`src/rtl/hcbd_pkg.sv`:
```
// types and constants of the chunked body decoder
package hcbd_pkg;

  // result kinds
  localparam logic [1:0] KIND_FRAME = 2'd0;
  localparam logic [1:0] KIND_DATA  = 2'd1;
  localparam logic [1:0] KIND_DONE  = 2'd2;
  localparam logic [1:0] KIND_ERROR = 2'd3;

  // error codes
  localparam logic [2:0] ERR_NONE     = 3'd0;
  localparam logic [2:0] ERR_OVERFLOW = 3'd1;
  localparam logic [2:0] ERR_EMPTY    = 3'd2;
  localparam logic [2:0] ERR_SIZE_LF  = 3'd3;
  localparam logic [2:0] ERR_DATA_CRLF = 3'd4;
  localparam logic [2:0] ERR_LAST_CRLF = 3'd5;

  // characters of interest
  localparam logic [7:0] CH_ZERO = 8'h30;
  localparam logic [7:0] CH_SEMI = 8'h3B;
  localparam logic [7:0] CH_CR   = 8'h0D;
  localparam logic [7:0] CH_LF   = 8'h0A;

  // depth of the queue between classifier and parser
  localparam int unsigned QUEUE_DEPTH = 2;
  localparam int unsigned QPTR_W      = $clog2(QUEUE_DEPTH);
  localparam int unsigned QCNT_W      = $clog2(QUEUE_DEPTH + 1);

  // one classified input beat
  typedef struct packed {
    logic       restart;
    logic       is_zero;
    logic       is_semi;
    logic       is_cr;
    logic       is_lf;
    logic       is_hex;
    logic [3:0] hex_val;
    logic [7:0] raw;
  } hcbd_cls_t;

endpackage

```
`src/rtl/hcbd_if.sv`:
```
// handshake channels of the chunked body decoder
interface hcbd_in_if;
  logic       valid;
  logic       ready;
  logic [7:0] in_byte;
  logic       restart;

  modport source (output valid, in_byte, restart, input ready);
  modport sink (input valid, in_byte, restart, output ready);
endinterface

interface hcbd_out_if;
  logic        valid;
  logic        ready;
  logic [1:0]  kind;
  logic [7:0]  data_byte;
  logic        chunk_end;
  logic [2:0]  error_code;
  logic [31:0] total_bytes;

  modport source (output valid, kind, data_byte, chunk_end, error_code, total_bytes,
                  input ready);
  modport sink (input valid, kind, data_byte, chunk_end, error_code, total_bytes,
                output ready);
endinterface

```
`src/rtl/http_chunked_body_decoder.sv`:
```
// Chunked body decoder: one body byte in, one result beat out. A beat is taken every
// cycle while the queue is not full; each result passes through a two-entry queue and
// then the output register. The rate is set by the framing state machine in the back
// end, which finishes one byte per cycle while the sink is ready, with one wide
// decrement and compare on the chunk size and one increment of the byte total. Input
// ready drops only when the queue holds two beats, so a stalled sink holds up the
// source after at most two more bytes. Size and byte total widths follow SIZE_BITS
// and COUNT_BITS; total_bytes shows the low 32 bits of the saturating total.
module http_chunked_body_decoder import hcbd_pkg::*; #(
  parameter int unsigned SIZE_BITS  = 32,
  parameter int unsigned COUNT_BITS = 32
) (
  input  logic       clk_i,
  input  logic       rst_ni,
  hcbd_in_if.sink    in_i,
  hcbd_out_if.source out_o
);

  // front to queue
  logic      push;
  hcbd_cls_t push_cls;
  logic      q_full;

  // queue to back
  logic      head_valid;
  hcbd_cls_t head_cls;
  logic      pop;

  // classify each incoming beat: hex digit value and framing characters
  hcbd_front u_front (
    .in_i     (in_i),
    .q_full_i (q_full),
    .push_o   (push),
    .cls_o    (push_cls)
  );

  // decouples acceptance from a stalled output
  hcbd_queue u_queue (
    .clk_i        (clk_i),
    .rst_ni       (rst_ni),
    .push_i       (push),
    .push_data_i  (push_cls),
    .full_o       (q_full),
    .pop_i        (pop),
    .head_valid_o (head_valid),
    .head_o       (head_cls)
  );

  // framing state machine, counters and the result register
  hcbd_back #(
    .SIZE_BITS  (SIZE_BITS),
    .COUNT_BITS (COUNT_BITS)
  ) u_back (
    .clk_i        (clk_i),
    .rst_ni       (rst_ni),
    .head_valid_i (head_valid),
    .head_i       (head_cls),
    .pop_o        (pop),
    .out_o        (out_o)
  );

endmodule

```
`src/rtl/hcbd_front.sv`:
```
// front end: takes input beats and classifies each byte
module hcbd_front import hcbd_pkg::*; (
  hcbd_in_if.sink   in_i,
  input  logic      q_full_i,
  output logic      push_o,
  output hcbd_cls_t cls_o
);

  logic       hex_dec;
  logic       hex_alo;
  logic       hex_aup;
  logic [7:0] hex_off;

  always_comb begin
    hex_dec = (in_i.in_byte >= 8'h30) && (in_i.in_byte <= 8'h39);
    hex_aup = (in_i.in_byte >= 8'h41) && (in_i.in_byte <= 8'h46);
    hex_alo = (in_i.in_byte >= 8'h61) && (in_i.in_byte <= 8'h66);
    priority if (hex_dec) begin
      hex_off = in_i.in_byte - 8'h30;
    end else if (hex_aup) begin
      hex_off = in_i.in_byte - 8'h37;
    end else begin
      hex_off = in_i.in_byte - 8'h57;
    end
  end

  assign in_i.ready = !q_full_i;
  assign push_o     = in_i.valid && !q_full_i;

  assign cls_o.restart = in_i.restart;
  assign cls_o.is_zero = in_i.in_byte == CH_ZERO;
  assign cls_o.is_semi = in_i.in_byte == CH_SEMI;
  assign cls_o.is_cr   = in_i.in_byte == CH_CR;
  assign cls_o.is_lf   = in_i.in_byte == CH_LF;
  assign cls_o.is_hex  = hex_dec || hex_aup || hex_alo;
  assign cls_o.hex_val = hex_off[3:0];
  assign cls_o.raw     = in_i.in_byte;

endmodule

```
`src/rtl/hcbd_queue.sv`:
```
// short queue of classified beats between front and back
module hcbd_queue import hcbd_pkg::*; (
  input  logic      clk_i,
  input  logic      rst_ni,
  input  logic      push_i,
  input  hcbd_cls_t push_data_i,
  output logic      full_o,
  input  logic      pop_i,
  output logic      head_valid_o,
  output hcbd_cls_t head_o
);

  hcbd_cls_t         mem_q [QUEUE_DEPTH];
  logic [QPTR_W-1:0] wr_ptr_q, wr_ptr_d;
  logic [QPTR_W-1:0] rd_ptr_q, rd_ptr_d;
  logic [QCNT_W-1:0] cnt_q, cnt_d;
  logic              do_pop;

  assign full_o       = cnt_q == QCNT_W'(QUEUE_DEPTH);
  assign head_valid_o = cnt_q != '0;
  assign head_o       = mem_q[rd_ptr_q];
  assign do_pop       = pop_i && head_valid_o;

  always_comb begin
    wr_ptr_d = wr_ptr_q;
    rd_ptr_d = rd_ptr_q;
    cnt_d    = cnt_q;
    if (push_i) begin
      wr_ptr_d = (wr_ptr_q == QPTR_W'(QUEUE_DEPTH - 1)) ? '0 : wr_ptr_q + 1'b1;
    end
    if (do_pop) begin
      rd_ptr_d = (rd_ptr_q == QPTR_W'(QUEUE_DEPTH - 1)) ? '0 : rd_ptr_q + 1'b1;
    end
    if (push_i && !do_pop) begin
      cnt_d = cnt_q + 1'b1;
    end else if (!push_i && do_pop) begin
      cnt_d = cnt_q - 1'b1;
    end
  end

  always_ff @(posedge clk_i or negedge rst_ni) begin
    if (!rst_ni) begin
      wr_ptr_q <= '0;
      rd_ptr_q <= '0;
      cnt_q    <= '0;
    end else begin
      wr_ptr_q <= wr_ptr_d;
      rd_ptr_q <= rd_ptr_d;
      cnt_q    <= cnt_d;
    end
  end

  always_ff @(posedge clk_i) begin
    if (push_i) begin
      mem_q[wr_ptr_q] <= push_data_i;
    end
  end

endmodule

```
`src/rtl/hcbd_back.sv`:
```
// back end: chunk framing state machine and registered result
module hcbd_back import hcbd_pkg::*; #(
  parameter int unsigned SIZE_BITS  = 32,
  parameter int unsigned COUNT_BITS = 32
) (
  input  logic       clk_i,
  input  logic       rst_ni,
  input  logic       head_valid_i,
  input  hcbd_cls_t  head_i,
  output logic       pop_o,
  hcbd_out_if.source out_o
);

  localparam logic [3:0] PH_SIZE_FIRST   = 4'd0;
  localparam logic [3:0] PH_SIZE         = 4'd1;
  localparam logic [3:0] PH_SIZE_NODIGIT = 4'd2;
  localparam logic [3:0] PH_EXT          = 4'd3;
  localparam logic [3:0] PH_SIZE_LF      = 4'd4;
  localparam logic [3:0] PH_DATA         = 4'd5;
  localparam logic [3:0] PH_DATA_CR      = 4'd6;
  localparam logic [3:0] PH_DATA_LF      = 4'd7;
  localparam logic [3:0] PH_LAST_CR      = 4'd8;
  localparam logic [3:0] PH_LAST_LF      = 4'd9;
  localparam logic [3:0] PH_DONE         = 4'd10;
  localparam logic [3:0] PH_ERROR        = 4'd11;

  localparam int unsigned TOT_W = (COUNT_BITS < 32) ? COUNT_BITS : 32;

  logic [3:0]            phase_q, phase_d;
  logic [SIZE_BITS-1:0]  rem_q, rem_d, rem_dec;
  logic                  ended_q, ended_d;
  logic [COUNT_BITS-1:0] total_q, total_d;
  logic [2:0]            err_q, err_d;

  logic [1:0] kind;
  logic [7:0] data;
  logic       cend;
  logic       out_valid_q;

  assign pop_o = head_valid_i && (!out_valid_q || out_o.ready);
  assign rem_dec = rem_q - SIZE_BITS'(rem_q != '0);

  always_comb begin
    phase_d = phase_q;
    rem_d   = rem_q;
    ended_d = ended_q;
    total_d = total_q;
    err_d   = err_q;
    kind    = KIND_FRAME;
    data    = 8'h00;
    cend    = 1'b0;
    if (head_i.restart) begin
      phase_d = PH_SIZE_FIRST;
      rem_d   = '0;
      ended_d = 1'b0;
      total_d = '0;
      err_d   = ERR_NONE;
    end else begin
      unique case (phase_q)
        PH_SIZE_FIRST: begin
          rem_d   = '0;
          ended_d = 1'b0;
          priority if (head_i.is_zero) begin
            phase_d = PH_LAST_CR;
          end else if (head_i.is_semi || head_i.is_cr) begin
            err_d = ERR_EMPTY; phase_d = PH_ERROR; kind = KIND_ERROR;
          end else if (!head_i.is_hex) begin
            phase_d = PH_SIZE_NODIGIT;
          end else begin
            rem_d   = SIZE_BITS'(head_i.hex_val);
            phase_d = PH_SIZE;
          end
        end
        PH_SIZE_NODIGIT: begin
          if (head_i.is_semi || head_i.is_cr) begin
            err_d = ERR_EMPTY; phase_d = PH_ERROR; kind = KIND_ERROR;
          end
        end
        PH_SIZE: begin
          priority if (head_i.is_semi) begin
            phase_d = PH_EXT;
          end else if (head_i.is_cr) begin
            phase_d = PH_SIZE_LF;
          end else if (!ended_q) begin
            priority if (!head_i.is_hex) begin
              ended_d = 1'b1;
            end else if (rem_q[SIZE_BITS-1 -: 4] != 4'h0) begin
              // another digit would not fit
              err_d = ERR_OVERFLOW; phase_d = PH_ERROR; kind = KIND_ERROR;
            end else begin
              rem_d = {rem_q[SIZE_BITS-5:0], head_i.hex_val};
            end
          end
        end
        PH_EXT: begin
          if (head_i.is_cr) begin
            phase_d = PH_SIZE_LF;
          end
        end
        PH_SIZE_LF: begin
          if (head_i.is_lf) begin
            phase_d = PH_DATA;
          end else begin
            err_d = ERR_SIZE_LF; phase_d = PH_ERROR; kind = KIND_ERROR;
          end
        end
        PH_DATA: begin
          kind  = KIND_DATA;
          data  = head_i.raw;
          rem_d = rem_dec;
          if (total_q != {COUNT_BITS{1'b1}}) begin
            total_d = total_q + 1'b1;
          end
          if (rem_dec == '0) begin
            cend    = 1'b1;
            phase_d = PH_DATA_CR;
          end
        end
        PH_DATA_CR: begin
          if (head_i.is_cr) begin
            phase_d = PH_DATA_LF;
          end else begin
            err_d = ERR_DATA_CRLF; phase_d = PH_ERROR; kind = KIND_ERROR;
          end
        end
        PH_DATA_LF: begin
          if (head_i.is_lf) begin
            phase_d = PH_SIZE_FIRST;
          end else begin
            err_d = ERR_DATA_CRLF; phase_d = PH_ERROR; kind = KIND_ERROR;
          end
        end
        PH_LAST_CR: begin
          if (head_i.is_cr) begin
            phase_d = PH_LAST_LF;
          end else begin
            err_d = ERR_LAST_CRLF; phase_d = PH_ERROR; kind = KIND_ERROR;
          end
        end
        PH_LAST_LF: begin
          if (head_i.is_lf) begin
            phase_d = PH_DONE;
            kind    = KIND_DONE;
          end else begin
            err_d = ERR_LAST_CRLF; phase_d = PH_ERROR; kind = KIND_ERROR;
          end
        end
        PH_DONE: begin
          kind = KIND_DONE;
        end
        default: begin
          phase_d = PH_ERROR;
          kind    = KIND_ERROR;
        end
      endcase
    end
  end

  always_ff @(posedge clk_i or negedge rst_ni) begin
    if (!rst_ni) begin
      phase_q     <= PH_SIZE_FIRST;
      rem_q       <= '0;
      ended_q     <= 1'b0;
      total_q     <= '0;
      err_q       <= ERR_NONE;
      out_valid_q <= 1'b0;
    end else begin
      if (pop_o) begin
        phase_q <= phase_d;
        rem_q   <= rem_d;
        ended_q <= ended_d;
        total_q <= total_d;
        err_q   <= err_d;
      end
      if (pop_o) begin
        out_valid_q <= 1'b1;
      end else if (out_o.ready) begin
        out_valid_q <= 1'b0;
      end
    end
  end

  always_ff @(posedge clk_i) begin
    if (pop_o) begin
      out_o.kind        <= kind;
      out_o.data_byte   <= data;
      out_o.chunk_end   <= cend;
      out_o.error_code  <= (kind == KIND_ERROR) ? err_d : ERR_NONE;
      out_o.total_bytes <= 32'(total_d[TOT_W-1:0]);
    end
  end

  assign out_o.valid = out_valid_q;

endmodule

```
`src/flat_wrapper.sv`:
```
// flat-port wrapper written by rule: the top's interface ports become plain ports
module http_chunked_body_decoder_flat import hcbd_pkg::*;
#(
  parameter int unsigned SIZE_BITS  = 32,
  parameter int unsigned COUNT_BITS = 32
)
  (clk_i, rst_ni, in_i_valid, in_i_in_byte, in_i_restart, in_i_ready, out_o_valid, out_o_kind, out_o_data_byte, out_o_chunk_end, out_o_error_code, out_o_total_bytes, out_o_ready);
  hcbd_in_if in_i_i ();
  hcbd_out_if out_o_i ();
  input  logic clk_i;
  input  logic rst_ni;
  input wire logic [$bits(in_i_i.valid)-1:0] in_i_valid;
  input wire logic [$bits(in_i_i.in_byte)-1:0] in_i_in_byte;
  input wire logic [$bits(in_i_i.restart)-1:0] in_i_restart;
  output wire logic [$bits(in_i_i.ready)-1:0] in_i_ready;
  output wire logic [$bits(out_o_i.valid)-1:0] out_o_valid;
  output wire logic [$bits(out_o_i.kind)-1:0] out_o_kind;
  output wire logic [$bits(out_o_i.data_byte)-1:0] out_o_data_byte;
  output wire logic [$bits(out_o_i.chunk_end)-1:0] out_o_chunk_end;
  output wire logic [$bits(out_o_i.error_code)-1:0] out_o_error_code;
  output wire logic [$bits(out_o_i.total_bytes)-1:0] out_o_total_bytes;
  input wire logic [$bits(out_o_i.ready)-1:0] out_o_ready;
  assign in_i_i.valid = in_i_valid;
  assign in_i_i.in_byte = in_i_in_byte;
  assign in_i_i.restart = in_i_restart;
  assign in_i_ready = in_i_i.ready;
  assign out_o_valid = out_o_i.valid;
  assign out_o_kind = out_o_i.kind;
  assign out_o_data_byte = out_o_i.data_byte;
  assign out_o_chunk_end = out_o_i.chunk_end;
  assign out_o_error_code = out_o_i.error_code;
  assign out_o_total_bytes = out_o_i.total_bytes;
  assign out_o_i.ready = out_o_ready;
  http_chunked_body_decoder #(.SIZE_BITS(SIZE_BITS), .COUNT_BITS(COUNT_BITS)) u_core (.clk_i(clk_i), .rst_ni(rst_ni), .in_i(in_i_i), .out_o(out_o_i));
endmodule
```
`config.mk`:
```
export PLATFORM = sky130hd
export DESIGN_NAME = http_chunked_body_decoder_flat
export DESIGN_NICKNAME = d
export VERILOG_FILES = /design/src/rtl/hcbd_pkg.sv /design/src/rtl/hcbd_if.sv /design/src/rtl/http_chunked_body_decoder.sv /design/src/rtl/hcbd_front.sv /design/src/rtl/hcbd_queue.sv /design/src/rtl/hcbd_back.sv /design/src/flat_wrapper.sv
export SDC_FILE = /design/constraint.sdc
export NUM_CORES = 1
export LEC_CHECK = 0
export ABC_AREA = 1
export ABC_CLOCK_PERIOD_IN_PS = 3600
export BUFFER_PORTS_ARGS = -buffer_cell sky130_fd_sc_hd__clkbuf_2
export CAP_MARGIN = 20
export CORE_UTILIZATION = 55
export CTS_CLUSTER_DIAMETER = 30
export DETAILED_ROUTE_END_ITERATION = 12
export PLACE_DENSITY = 0.73
export SETUP_SLACK_MARGIN = 0.4
export SLEW_MARGIN = 5
export SYNTH_ARGS = -nofsm -noshare
export SYNTH_HDL_FRONTEND = slang
export SYNTH_SLANG_ARGS = --single-unit
```
`constraint.sdc`:
```
create_clock -name clk_i -period 3.6 [get_ports clk_i]
set_input_delay 0.72 -clock clk_i [delete_from_list [all_inputs] [get_ports clk_i]]
set_output_delay 0.72 -clock clk_i [all_outputs]
set_load 0.05 [all_outputs]
```
# After elaboration in Yosys (flattened, before gate mapping)
# Memories as Yosys holds them, arrays and structs flattened.
# Index checks and enable logic that the tools add are counted.
# classes
bitwise	1
n_eq_ne	29
n_mul	0
n_reduce_logical	31
addsub	9
order_cmp	6
n_div	0
n_mux	74
n_shift	0
# ops
cell	count
$mux W32	9
$pmux W32 S3	1
$mux W4	19
$pmux W4 S11	1
$mux W3	13
$add A32 B1 Y32 const B	1
$logic_not A32 Y1	1
$ne A32 B32 Y1 const B	1
$reduce_bool A32 Y1	1
$sub A32 B1 Y32	1
$mux W2	14
$ne A3 B2 Y1 const B	8
$pmux W3 S8	1
$pmux W2 S9	1
$eq A4 B3 Y1 const B	4
$eq A8 B4 Y1 const B	2
$eq A8 B6 Y1 const B	2
$ge A8 B7 Y1 const B	2
$le A8 B7 Y1 const B	2
$ne A5 B4 Y1 const B	3
$mux W1	14
$eq A4 B4 Y1 const B	3
$eq A4 B2 Y1 const B	2
$ge A8 B6 Y1 const B	1
other kinds (22)	43
# word_totals
elab_cells	165
ff_bits	123
memories	1
rom_bits	0
out_inout_bits	48
mem_bits_rw	36
latchBits	0
# mem_list
name	depth	width	rd	rd_clocked_by_memory_dff	wr	line	text
u_core.u_queue.mem_q	2	18	1	0	1	hcbd_queue.sv:13	hcbd_cls_t mem_q [QUEUE_DEPTH];

# Logic depth before layout (Yosys ltp)
# logic_depth
ltp_word	9
depth_mapped	23
depth_no_buf	21

# Hierarchy
# Synthesis repeated with hierarchy kept, for this count alone.
# unflattened
hier_cells	1238
area_unflattened_um2	9595.5
# modules_own_cells
module	instances	cells_each	area_each_um2	seq_area_each_um2
hcbd_back	1	1049	7673.6	3208.1
hcbd_queue	1	121	1544.0	1181.1
hcbd_front	1	68	377.9	0.0

# Worst setup path before layout
# No wires, ideal clock.
# synth_timing
kind	input -> register
start	in out_o_ready
end	reg u_core.u_back.out_o.chunk_end (enable)
arrival_time_ns	2.738
cell_stages	4
path_slack_ns	0.434
path_buffers	2
required_time_ns	3.172
path_cell_list	nor2_1 -> a21oi_1 -> clkbuf_1 -> clkbuf_1
# synth_via
elab_chain_len	2
# synth_lines
item	line	text
from (decl)	flat_wrapper.sv:22	input wire logic [$bits(out_o_i.ready)-1:0] out_o_ready;
$logic_or A1 B1 Y1	hcbd_back.sv:40	assign pop_o = head_valid_i && (!out_valid_q || out_o.ready);
$logic_and A1 B1 Y1	hcbd_back.sv:40	
via u_core.pop	http_chunked_body_decoder.sv:27	logic pop;
to (signal assigned)	hcbd_back.sv:187	out_o.chunk_end <= cend;
to (decl)	hcbd_if.sv:21	modport source (output valid, kind, data_byte, chunk_end, error_code, total_bytes,
# The timed path passes the listed nets, and every way through them passes these cells.
# A chain may end at the register's enable or synchronous reset.

# Final worst setup path
# layout_timing
start	reg u_core.u_back.rem_q[8]
end	reg u_core.u_back.phase_q[3]
# layout_via
elab_chain_len	5
# layout_lines
item	line	text
from (decl)	hcbd_back.sv:30	logic [SIZE_BITS-1:0] rem_q, rem_d, rem_dec;
from (signal assigned)	hcbd_back.sv:170	rem_q <= rem_d;
$reduce_bool A32 Y1	hcbd_back.sv:41	assign rem_dec = rem_q - SIZE_BITS'(rem_q != '0);
$sub A32 B1 Y32 *	hcbd_back.sv:41	
$logic_not A32 Y1 *	hcbd_back.sv:114	if (rem_dec == '0) begin
$ne A3 B2 Y1 (no source line) *	--	
$reduce_and A8 Y1 (no source line) *	--	
to (signal assigned)	hcbd_back.sv:169	phase_q <= phase_d;
to (decl)	hcbd_back.sv:29	logic [3:0] phase_q, phase_d;
# Every way passes the cells marked *; elsewhere a longest branch is shown, timed or not.

==> impl_results.md <==
- Status: finished clean
- Top-count cell post-synth: nand2_1
- DRC Markers: 0
- Worst-Margin Slew: 1.03 ns
- Placed Cells: 1449
- Synthesized Nets: 1213
- Synth warnings: 0
- Max Slew Vio Count: 0
- Initial antenna violation count: 0
- TritonCTS clock tree: built
- CP arrival: 3.29 ns
- Synth cell types: 53
- Worst Skew: 0.0101 ns
- Setup TNS: 0 ns
- H-tree Lvls: 4
- Post-synth EDFFs: 82
- Top-area cell type share of the netlist area: 25.9%
- DRT iter0 DRCs: 957
- Post-DRT Antenna Nets: 0
- Relative slew slack: 31.4%
- Routed WL: 24000 um
- Setup Crit Path Kind: reg -> reg
- Pwr dens: 935 nW/um^2
- Syn Inst Count: 1192
- Crit start category: register
- Final hold vios: 0
- ANT cells: 0
- Share of layout cells above drive strength 1: 16.0%
- CP Capture Type: register
- Row count: 47
- Clock Tree Buf Depth: 2
- # Max-Cap Violations: 0
- FFs w/ async S/R, synth: 48.4%
- Core Area: 16800 um^2
- Layout Nets: 1272
- Int Power: 5.00 mW
- Register Area: 4390 um^2
- Clock transition at path regs: 0.07 ns
- Die Y: 134 um
- Power, Total: 9.96 mW
- Dpl hpwl: 16800 um
- Yosys top cell by area: edfxtp_1
- Peak Freq: 336 MHz
- Largest net degree at the start of global routing: 92
- Finished Layout Cells: 1484
- Net Sw Frac: 49.8%
- Lkg Pwr: 4.67 nW
- Via count: 8417
- Maximum VDD drop: 681 uV
- Comb pwr share: 55.1%
- Number of global-route vias before repair: 7804
- GP Congestion: 0.979
- Starting Density: 56.8%
- Clk pwr share: 19.2%
- Sink Count: 159
- Flops & latches, synth: 159
- Top post-synthesis cells by count: nand2_1, nor2_1, inv_1
- Mapped Area: 9510 um^2
- Grt ovf: 0
- Crit path launch: u_core.u_back.rem_q[8]$_DFFE_PN0P_
- Die width: 134 um
- Placed Area: 9990 um^2
- Worst skew pair latency: 0.43 ns
- Critical Path Fanout Max: 10
- 1st-pass router iterations: 7
- Fill count: 1444
- Hold WC Path Type: in -> async
- Post-route cell area: 10700 um^2
- Setup violations, final: 0
- Routed vias/inst: 5.67
- Multi-input gate area: 4450 um^2
- Fin crit share: 82.7%
- First-pass GRT wire length: 39800 um
- Post-CTS Hold Buffers: 0
- Routed length per instance: 16.2 um
- Total GRT Usage: 28.2%
- IO Pins: 61
- Sw Pwr: 4.96 mW
- Reg power frac: 25.7%
- CTS Buf Count: 17
- Worst hold slack: 0.326 ns
- Req. time, crit path: 3.92 ns
- I/O Buffers: 60
- Avg Inst Size Synth: 7.98 um^2
- Main synth FF type: edfxtp_1
- Top post-synthesis cells by area: edfxtp_1, dfrtp_1, nand2_1
- Seq/Total Area, Yosys: 46.1%
- R2R Path Start: u_core.u_back.rem_q[8]$_DFFE_PN0P_
- Die Area: 17800 um^2
- Final Critical Period: 2.98 ns
- Clock root buffer master: clkbuf_16
- RSZ-0062 raised after global routing: no
- Layout area overhead: 12.0%
==> cells by family (layout without fill, tap and decap cells) <==
| family | after synthesis | after routing | synth area share [%] |
|---|---|---|---|
| adders and majority gates | 8 | 8 | 1.05 |
| DFF | 159 | 159 | 46.1 |
| and+or+nand+nor | 655 | 655 | 31.5 |
| xor gates and xnor gates | 28 | 28 | 2.58 |
| AOI/OAI and AO/OA | 173 | 173 | 11.3 |
| buffers and inverters | 169 | 241 | 7.42 |
==> worst max-delay path: stages (launching register included) <==
cell and delay (ns):
dfrtp_1 0.46, nor2_2 0.20, nand2_1 0.13, nor2_4 0.20, nand4_1 0.13, ha_1 0.30
nand2_2 0.14, nor2_4 0.08, buf_4 0.15, nand3_1 0.10, nand2_1 0.06, nand2_1 0.11
nand2_1 0.06, nor2_1 0.12, nand2_1 0.09, nor2_1 0.11, nand2_1 0.10, nand2_4 0.10
nand2_4 0.06, nand2_1 0.07, nand2_1 0.05
==> metal layers <==
layer / GRT usage (%) / wire length (um) / vias to the layer above
met2: 42.9 / 11000 / 356
met5: 0 / 0 / -
met1: 40.4 / 10900 / 3910
met4: 10.6 / 512 / 0
li1: - / - / 4107
met3: 4.98 / 1610 / 44
==> cell type report <==
| class | instances | share of cell area, % |
|---|---|---|
| Multi-Input combinational cell | 864 | 41.8 |
| Sequential cell | 159 | 41.2 |
| Inverter | 134 | 4.75 |
| Clock buffer | 17 | 3.99 |
| Timing Repair Buffer | 75 | 3.90 |
| Tap cell | 220 | 2.58 |
| Clock inverter | 15 | 1.80 |
==> power by group through the flow <==
stage	clock network, mW	logic [mW]	registers (mW)
after global routing	2.00	6.04	2.61
after detailed placement	0	5.27	2.60
final	1.91	5.49	2.56
after CTS	1.93	5.30	2.57
after floorplan	0	3.44	3.34
after global placement	0	5.28	2.59
==> stage by stage <==
step,utilization [%],setup slack [ns]
6_report,63.6,0.625
5_1_grt,63.6,0.414
2_1_floorplan,-,0.434
4_1_cts,63.3,0.491
3_5_place_dp,59.6,0.503
3_3_place_gp,59.6,0.659
==> timing repair <==
action,CTS,global route
endpoints found under the setup margin,0,5
resized for setup,0,4
buffers inserted,0,3
==> state kept, by name (all words and copies together) (netlist names), 2 cells and up <==
signal and count:
u_core.u_queue.cnt_q 2, u_core.u_back.out_o.data_byte 8, u_core.u_back.phase_q 4, u_core.u_back.rem_q 32, u_core.u_back.out_o.kind 2, u_core.u_back.out_o.total_bytes 32, u_core.u_queue.mem_q 36, u_core.u_back.total_q 32
u_core.u_back.err_q 3, u_core.u_back.out_o.error_code 3
==> cell usage in the layout, fill, tap and decap left out, types with 16 or more instances in the layout <==
master	n
edfxtp_1	82
nor3_1	28
nand2_1	308
inv_1	117
xor2_1	25
o21ai_0	48
buf_4	16
o21ai_1	37
nand4_1	24
a21oi_1	25
clkbuf_16	17
inv_2	16
nand3_1	80
nor2_2	16
clkbuf_2	59
dfrtp_1	77
o22ai_1	19
nor2_1	143
==> path summary, 6_finish.rpt <==
check	to	slack, ns	depth (start not counted)
max	u_core.u_back.phase_q[3]$_DFFE_PN0P_	0.62	20
max in group asynchronous	u_core.u_back.rem_q[22]$_DFFE_PN0P_	2.58	2
min reg2reg	u_core.u_queue.cnt_q[0]$_DFFE_PN0P_	0.48	1
max reg2reg	u_core.u_back.phase_q[3]$_DFFE_PN0P_	0.62	20
min	u_core.u_back.out_o.valid$_DFFE_PN0P_	0.33	1
min in group clk_i	u_core.u_queue.cnt_q[0]$_DFFE_PN0P_	0.48	1
No activity file was read; power rests on OpenSTA's default activity.
